===== config.mk =====
export PLATFORM = sky130hd
export DESIGN_NAME = tni_ctrl
export DESIGN_NICKNAME = d
export VERILOG_FILES = /design/src/rtl/tni_pkg.sv /design/src/rtl/tni_ctrl.sv
export SDC_FILE = /design/constraint.sdc
export NUM_CORES = 1
export LEC_CHECK = 0
export BUFFER_PORTS_ARGS = -buffer_cell sky130_fd_sc_hd__buf_2
export CAP_MARGIN = 20
export CORE_AREA = 4 4 41 43
export DETAILED_ROUTE_END_ITERATION = 8
export DIE_AREA = 0 0 45 47
export HOLD_SLACK_MARGIN = 0.12
export MAX_ROUTING_LAYER = met4
export PLACE_DENSITY_LB_ADDON = 0.25
export SLEW_MARGIN = 20
export SYNTH_ARGS = -nofsm -noshare
export SYNTH_HDL_FRONTEND = slang
export SYNTH_SLANG_ARGS = --single-unit

===== constraint.sdc =====
create_clock -name clock -period 2.15 [get_ports clock]
set_input_delay 0.5375 -clock clock [delete_from_list [all_inputs] [get_ports clock]]
set_output_delay 0.5375 -clock clock [all_outputs]
set_load 0.01 [all_outputs]

===== src/rtl/tni_pkg.sv =====
// Shared types and constants for the three-nearest IDW interpolator.
package tni_pkg;

   localparam int COORD_W  = 24;
   localparam int VAL_W    = 32;
   localparam int IDX_W    = 10;
   localparam int NUM_W    = 11;
   localparam int SQ_W     = 2 * COORD_W + 1;
   localparam int DIST_W   = SQ_W + 1;
   localparam int PROD_W   = 2 * DIST_W;
   localparam int DEN_W    = PROD_W + 1;
   localparam int ACC_W    = PROD_W + VAL_W + 1;
   localparam int QUO_W    = VAL_W + 1;
   localparam int RAM_W    = VAL_W + 2 * COORD_W;
   localparam int STEP_W   = 6;
   localparam int DCNT_W   = 8;

   localparam logic [NUM_W-1:0]  NUM_NODES_RESET = NUM_W'(3);
   localparam logic [STEP_W-1:0] D_STEP_LAST     = STEP_W'(DIST_W - 1);
   localparam logic [STEP_W-1:0] V_STEP_LAST     = STEP_W'(VAL_W - 1);
   localparam logic [DCNT_W-1:0] DIV_STEPS       = DCNT_W'(ACC_W);

   localparam logic FUNC_LOAD  = 1'b0;
   localparam logic FUNC_QUERY = 1'b1;

   typedef enum logic [2:0] {
      OP_P23,
      OP_P13,
      OP_P12,
      OP_V1,
      OP_V2,
      OP_V3,
      OP_END
   } op_type;

   typedef enum logic [2:0] {
      ST_IDLE,
      ST_SCAN,
      ST_FETCH,
      ST_ARITH,
      ST_DIV,
      ST_ROUND,
      ST_FINISH
   } state_type;

   typedef struct packed {
      logic load_node;
      logic start_scan;
      logic run_scan;
      logic start_fetch;
      logic run_fetch;
      logic start_arith;
      logic run_arith;
      logic start_div;
      logic run_div;
      logic do_round;
      logic load_rsp;
   } cmd_type;

   typedef struct packed {
      logic scan_done;
      logic fetch_done;
      logic exact_hit;
      logic arith_done;
      logic div_done;
      logic rsp_free;
   } status_type;

endpackage


===== src/rtl/tni_ctrl.sv =====
// Sequencer for node loads and query phases of the interpolator.
module tni_ctrl (
   input  logic                 clock,
   input  logic                 reset,
   input  logic                 req_valid,
   input  logic                 req_func,
   input  tni_pkg::status_type  status,
   output logic                 req_stall,
   output tni_pkg::cmd_type     cmd
);

   tni_pkg::state_type state_ff, state_in;

   always_comb begin
      state_in = state_ff;
      case (state_ff)
         tni_pkg::ST_IDLE: begin
            if (req_valid && req_func == tni_pkg::FUNC_QUERY) begin
               state_in = tni_pkg::ST_SCAN;
            end
         end
         tni_pkg::ST_SCAN: begin
            if (status.scan_done) begin
               state_in = tni_pkg::ST_FETCH;
            end
         end
         tni_pkg::ST_FETCH: begin
            if (status.fetch_done) begin
               state_in = status.exact_hit ? tni_pkg::ST_FINISH : tni_pkg::ST_ARITH;
            end
         end
         tni_pkg::ST_ARITH: begin
            if (status.arith_done) begin
               state_in = tni_pkg::ST_DIV;
            end
         end
         tni_pkg::ST_DIV: begin
            if (status.div_done) begin
               state_in = tni_pkg::ST_ROUND;
            end
         end
         tni_pkg::ST_ROUND: begin
            state_in = tni_pkg::ST_FINISH;
         end
         tni_pkg::ST_FINISH: begin
            if (status.rsp_free) begin
               state_in = tni_pkg::ST_IDLE;
            end
         end
         default: begin
            state_in = tni_pkg::ST_IDLE;
         end
      endcase
   end

   always_comb begin
      cmd       = '0;
      req_stall = 1'b1;
      case (state_ff)
         tni_pkg::ST_IDLE: begin
            req_stall = 1'b0;
            if (req_valid) begin
               if (req_func == tni_pkg::FUNC_LOAD) begin
                  cmd.load_node = 1'b1;
               end else begin
                  cmd.start_scan = 1'b1;
               end
            end
         end
         tni_pkg::ST_SCAN: begin
            cmd.run_scan    = 1'b1;
            cmd.start_fetch = status.scan_done;
         end
         tni_pkg::ST_FETCH: begin
            cmd.run_fetch   = 1'b1;
            cmd.start_arith = status.fetch_done && !status.exact_hit;
         end
         tni_pkg::ST_ARITH: begin
            cmd.run_arith = 1'b1;
            cmd.start_div = status.arith_done;
         end
         tni_pkg::ST_DIV: begin
            cmd.run_div = 1'b1;
         end
         tni_pkg::ST_ROUND: begin
            cmd.do_round = 1'b1;
         end
         tni_pkg::ST_FINISH: begin
            cmd.load_rsp = status.rsp_free;
         end
         default: begin
            cmd = '0;
         end
      endcase
   end

   always_ff @(posedge clock) begin
      if (reset) begin
         state_ff <= tni_pkg::ST_IDLE;
      end else begin
         state_ff <= state_in;
      end
   end

endmodule


### Word-level counts from Yosys, hierarchy flattened

Cells that the tools add are included.

| storage, ports and cells | value |
|---|---|
| flip-flop bits (word level) | 3 |
| input port bits | 10 |
| output and inout port bits | 12 |
| word-level logic and storage cells | 37 |

| cells by class | value |
|---|---|
| equality and inequality tests | 12 |
| multiplexer cells | 19 |
| reduce and logical (&&, ||, !) cells | 5 |

Operator list:

| operator | count |
|---|---|
| $mux 3 | 7 |
| $pmux 3 s7 | 1 |
| $ne 2x2->1 const B | 6 |
| $mux 2 | 5 |
| $eq 3x3->1 const B | 3 |
| $eq 3x2->1 const B | 2 |
| $mux 1 | 6 |
| $reduce_and 6->1 | 1 |
| $eq 3x1->1 const B | 1 |
| $logic_not 3->1 | 1 |
| $logic_and 1x1->1 | 2 |
| $logic_not 1->1 | 1 |

### Depth between registers and ports, before layout

| depth | value |
|---|---|
| depth after elaboration | 3 |
| mapped depth | 5 |

### Least setup slack after synthesis

OpenSTA, ideal clock, no wires.

| timing | value |
|---|---|
| path kind | register to output |
| start | register state_ff[1] |
| end | output cmd[5] in the netlist's numbering |
| data arrival time | 1.183 ns |
| required time | 1.612 ns |
| setup slack | 0.430 ns |
| cell stages (with the launch flop) | 5 |
| path through | dfxtp_1 -> buf_6 -> inv_1 -> nor3_1 -> and3b_1 |

RTL lines:

| what | RTL line | text |
|---|---|---|
| start, declared | tni_ctrl.sv:12 | `tni_pkg::state_type state_ff, state_in;` |
| start signal, assigned | tni_ctrl.sv:99 | `state_ff <= tni_pkg::ST_IDLE;` |
| start signal, assigned | tni_ctrl.sv:101 | `state_ff <= state_in;` |
| end, declared | tni_ctrl.sv:9 | `output tni_pkg::cmd_type cmd` |

==> impl_metrics.ini <==
[outcome]
run_status = finished, final reports clean

[layout]
top_register = state_ff
synthToLayoutAreaGrowth_pct = 37.45
final_net_count = 75
largest_register_ffs = 3
antenna-diode-count = 0
layout-drive-gt1-share_pct = 45.31
reg_top3 = state_ff (3)
final_cell_area_sq_um = 445.4
instances_no_fill = 79
fin_util_pct = 34.23

[yosys]
ys_seq_elements = 3
synth_fp_nets = 52
netlist.area_leader.share_pct = 18.53
leading_register_cell_type_out_of_synthesis = sky130_fd_sc_hd__dfxtp_1
synth_async_sr_flop_share_pct = 0
synth_largest_area_cell = sky130_fd_sc_hd__dfxtp_1
synthDistinctLibCells = 23
synth_top_cells_by_area = sky130_fd_sc_hd__dfxtp_1, sky130_fd_sc_hd__buf_6, sky130_fd_sc_hd__nor3b_1
synth_sequential_area_ratio_pct = 18.53
synth_enable_flop_cells = 0
syn-cell-area_sq_um = 324.1
synth.avg_cell_area_sq_um = 7.716
synthTopCellsByCount = sky130_fd_sc_hd__nor2_1, sky130_fd_sc_hd__dfxtp_1, sky130_fd_sc_hd__nor3b_1, sky130_fd_sc_hd__o21ai_0
post-synth-top-count-cell = sky130_fd_sc_hd__nor2_1
yosys_warnings = 0
syn-instance-count = 42

[run]
max_cap_violations = 0

[worst_setup_path]
crit_required_ps = 1610
crit_arrival_ps = 1380
worstPathCellList = inv_1 > nor3_1 > and3b_1 > buf_2
class_of_the_most_critical_setup_path = flip-flop to primary output
critical_path.max_stage_delay_ps = 410
worst-path-max-fanout = 11
slowest_stage_cell_cp = sky130_fd_sc_hd__dfxtp_2
critical_path.endpoint_type = primary output
crit_path_start_kind = flip-flop
rrSetupSlack_ps = 680

[clock_network]
max-clock-path-buffers = 2
insertion_delay_ps = 240
root_buffer = sky130_fd_sc_hd__clkbuf_4
clkSlewWorstSetupHoldPaths_ps = 40
cts_buffer_count = 3
tritoncts = yes
h-tree-depth = 1
cts.sinks = 3
cts.repair_timing.setup_buffer_count = 0

[timing]
final-hold-violation-count = 0
pins_over_their_slew_limit = 0
min_period_over_period_pct = 89.25
relSlewSlack_pct = 74.16
setup_viol = 0
total_negative_slack_ps = 0
grt_setup_unrepaired = no
worst_slew_pin_slew_ps = 377.8
achievable-frequency_mhz = 521.1
finalClockSkew_ps = 2.821
final.min_clock_period_ps = 1919

[grt]
number_of_antenna_violations_at_the_first_check_in_global_routing = 0
grt_util_met2_pct = 16.67
grt_overflow_total = 0
gr-usage-met1_pct = 11.54
grt_util_all_layers_pct = 10.42
via_count_of_the_first_global_routing_pass = 373
grt_start_max_net_pins = 14
grt-busiest-layer = met2
grt_util_met3_pct = 2.299
wire_length_of_the_first_global_routing_pass_mm = 1.545

[floorplan]
initial_core_util_pct = 24.90
die_width_um = 45
num_ports = 22
dieArea_sq_um = 2115
core_region_area_sq_um = 1301
std_cell_rows = 13
die_span_y_um = 47

[power]
leakagePower_uw = 0.0002329
ir_worst_vdd_uv = 407.5
power_per_cell_area_nw_per_um2 = 1098

[placement]
estimated_wirelength_of_the_detail_placed_design_um = 695
placed_cell_area_sq_um = 417.9
global_placement_routability_congestion = 0.7988
dpl.cell_count = 75
io_buffers = 21

[drt]
final_antenna_net_count = 0
drt-total-wl_um = 875
drc = 0
detailedRoute.firstIterationViolations = 9
wire_per_inst_um = 11.08
avgViaCountPerCell = 4.911
drt_pre_antenna_iters = 4
detailroute.via_count = 388

[hold_path]
hold_path.class = input port to flip-flop
## final timing paths
kind,endpoint,depth (start not counted),from
setup / recovery,cmd[5],4,state_ff[1]
setup reg to reg,state_ff[1],4,state_ff[2]
hold reg to reg,state_ff[2],2,state_ff[2]
hold / removal,state_ff[1],2,reset
## report_power, final
part	leakage, uW	switching, uW	internal (uW)	total, uW
Clock	0.0000150	31.1	69.7	101
Sequential	0.0000249	44.1	75.1	119
Combinational	0.000193	140	130	269
Total	0.000233	215	274	489
## kinds of logic (layout without fill, tap and decap cells)
family / after synthesis / in the layout / synth area share, %
compound gates: 10 / 10 / 24.71
buf+inv: 5 / 27 / 11.58
flops: 3 / 3 / 18.53
mux: 1 / 1 / 3.089
simple gates: 23 / 23 / 42.09
## cells in the final DEF (no fill, tap or decap)
cell type,count
sky130_fd_sc_hd__buf_2,21
sky130_fd_sc_hd__nor2_1,5
sky130_fd_sc_hd__nor3b_1,3
sky130_fd_sc_hd__o21ai_0,3
sky130_fd_sc_hd__clkbuf_4,3
sky130_fd_sc_hd__inv_1,2
sky130_fd_sc_hd__nor3_1,2
sky130_fd_sc_hd__and3_1,2
sky130_fd_sc_hd__nand2b_1,2
sky130_fd_sc_hd__and2_1,2
sky130_fd_sc_hd__and3b_1,2
sky130_fd_sc_hd__nand2_1,2
sky130_fd_sc_hd__a21oi_1,2
sky130_fd_sc_hd__dfxtp_1,2
sky130_fd_sc_hd__mux2i_1,1
sky130_fd_sc_hd__nand3b_1,1
sky130_fd_sc_hd__a211o_2,1
sky130_fd_sc_hd__a31oi_2,1
sky130_fd_sc_hd__and2b_2,1
sky130_fd_sc_hd__a2111oi_0,1
sky130_fd_sc_hd__o31a_1,1
sky130_fd_sc_hd__a311oi_2,1
sky130_fd_sc_hd__nor4_1,1
sky130_fd_sc_hd__clkbuf_1,1
sky130_fd_sc_hd__dfxtp_2,1
## metal layers
layer	part of all wire (%)	vias up
li1	-	196
met4	2.2	0
met3	7.0	3
met1	42	176
met2	48	13
met5	0	-
## metrics by stage
step	hold WS, ps	power (uW)	setup WS, ps
final	488.6	489.2	231.1
after global routing	502.5	545.2	70.64
after CTS	489.8	492.4	84.32
after detailed placement	681.6	386.7	347.7
after global placement	695.2	387.3	401.2
after floorplan	605.4	334.4	429.6
## final cells by class
class | instances | area [sq um]
Clock buffer | 4 | 26.28
Tap cell | 15 | 18.77
Multi-Input combinational cell | 34 | 226.5
Sequential cell | 3 | 61.31
Timing Repair Buffer | 21 | 105.1
Inverter | 2 | 7.507
Fill cell | 161 | 855.8
## repair_timing
action,in CTS,in global routing
gates resized for setup,0,1
setup endpoints to repair,0,1
hold buffers,0,0
## critical path: cells and delay by family, from the launching register on
family,cells,cell delay (ps)
AND/OR/NAND/NOR,2,470
buffers and inverters,2,260
flip-flops,1,410
No activity file was read; power rests on OpenSTA's default activity.
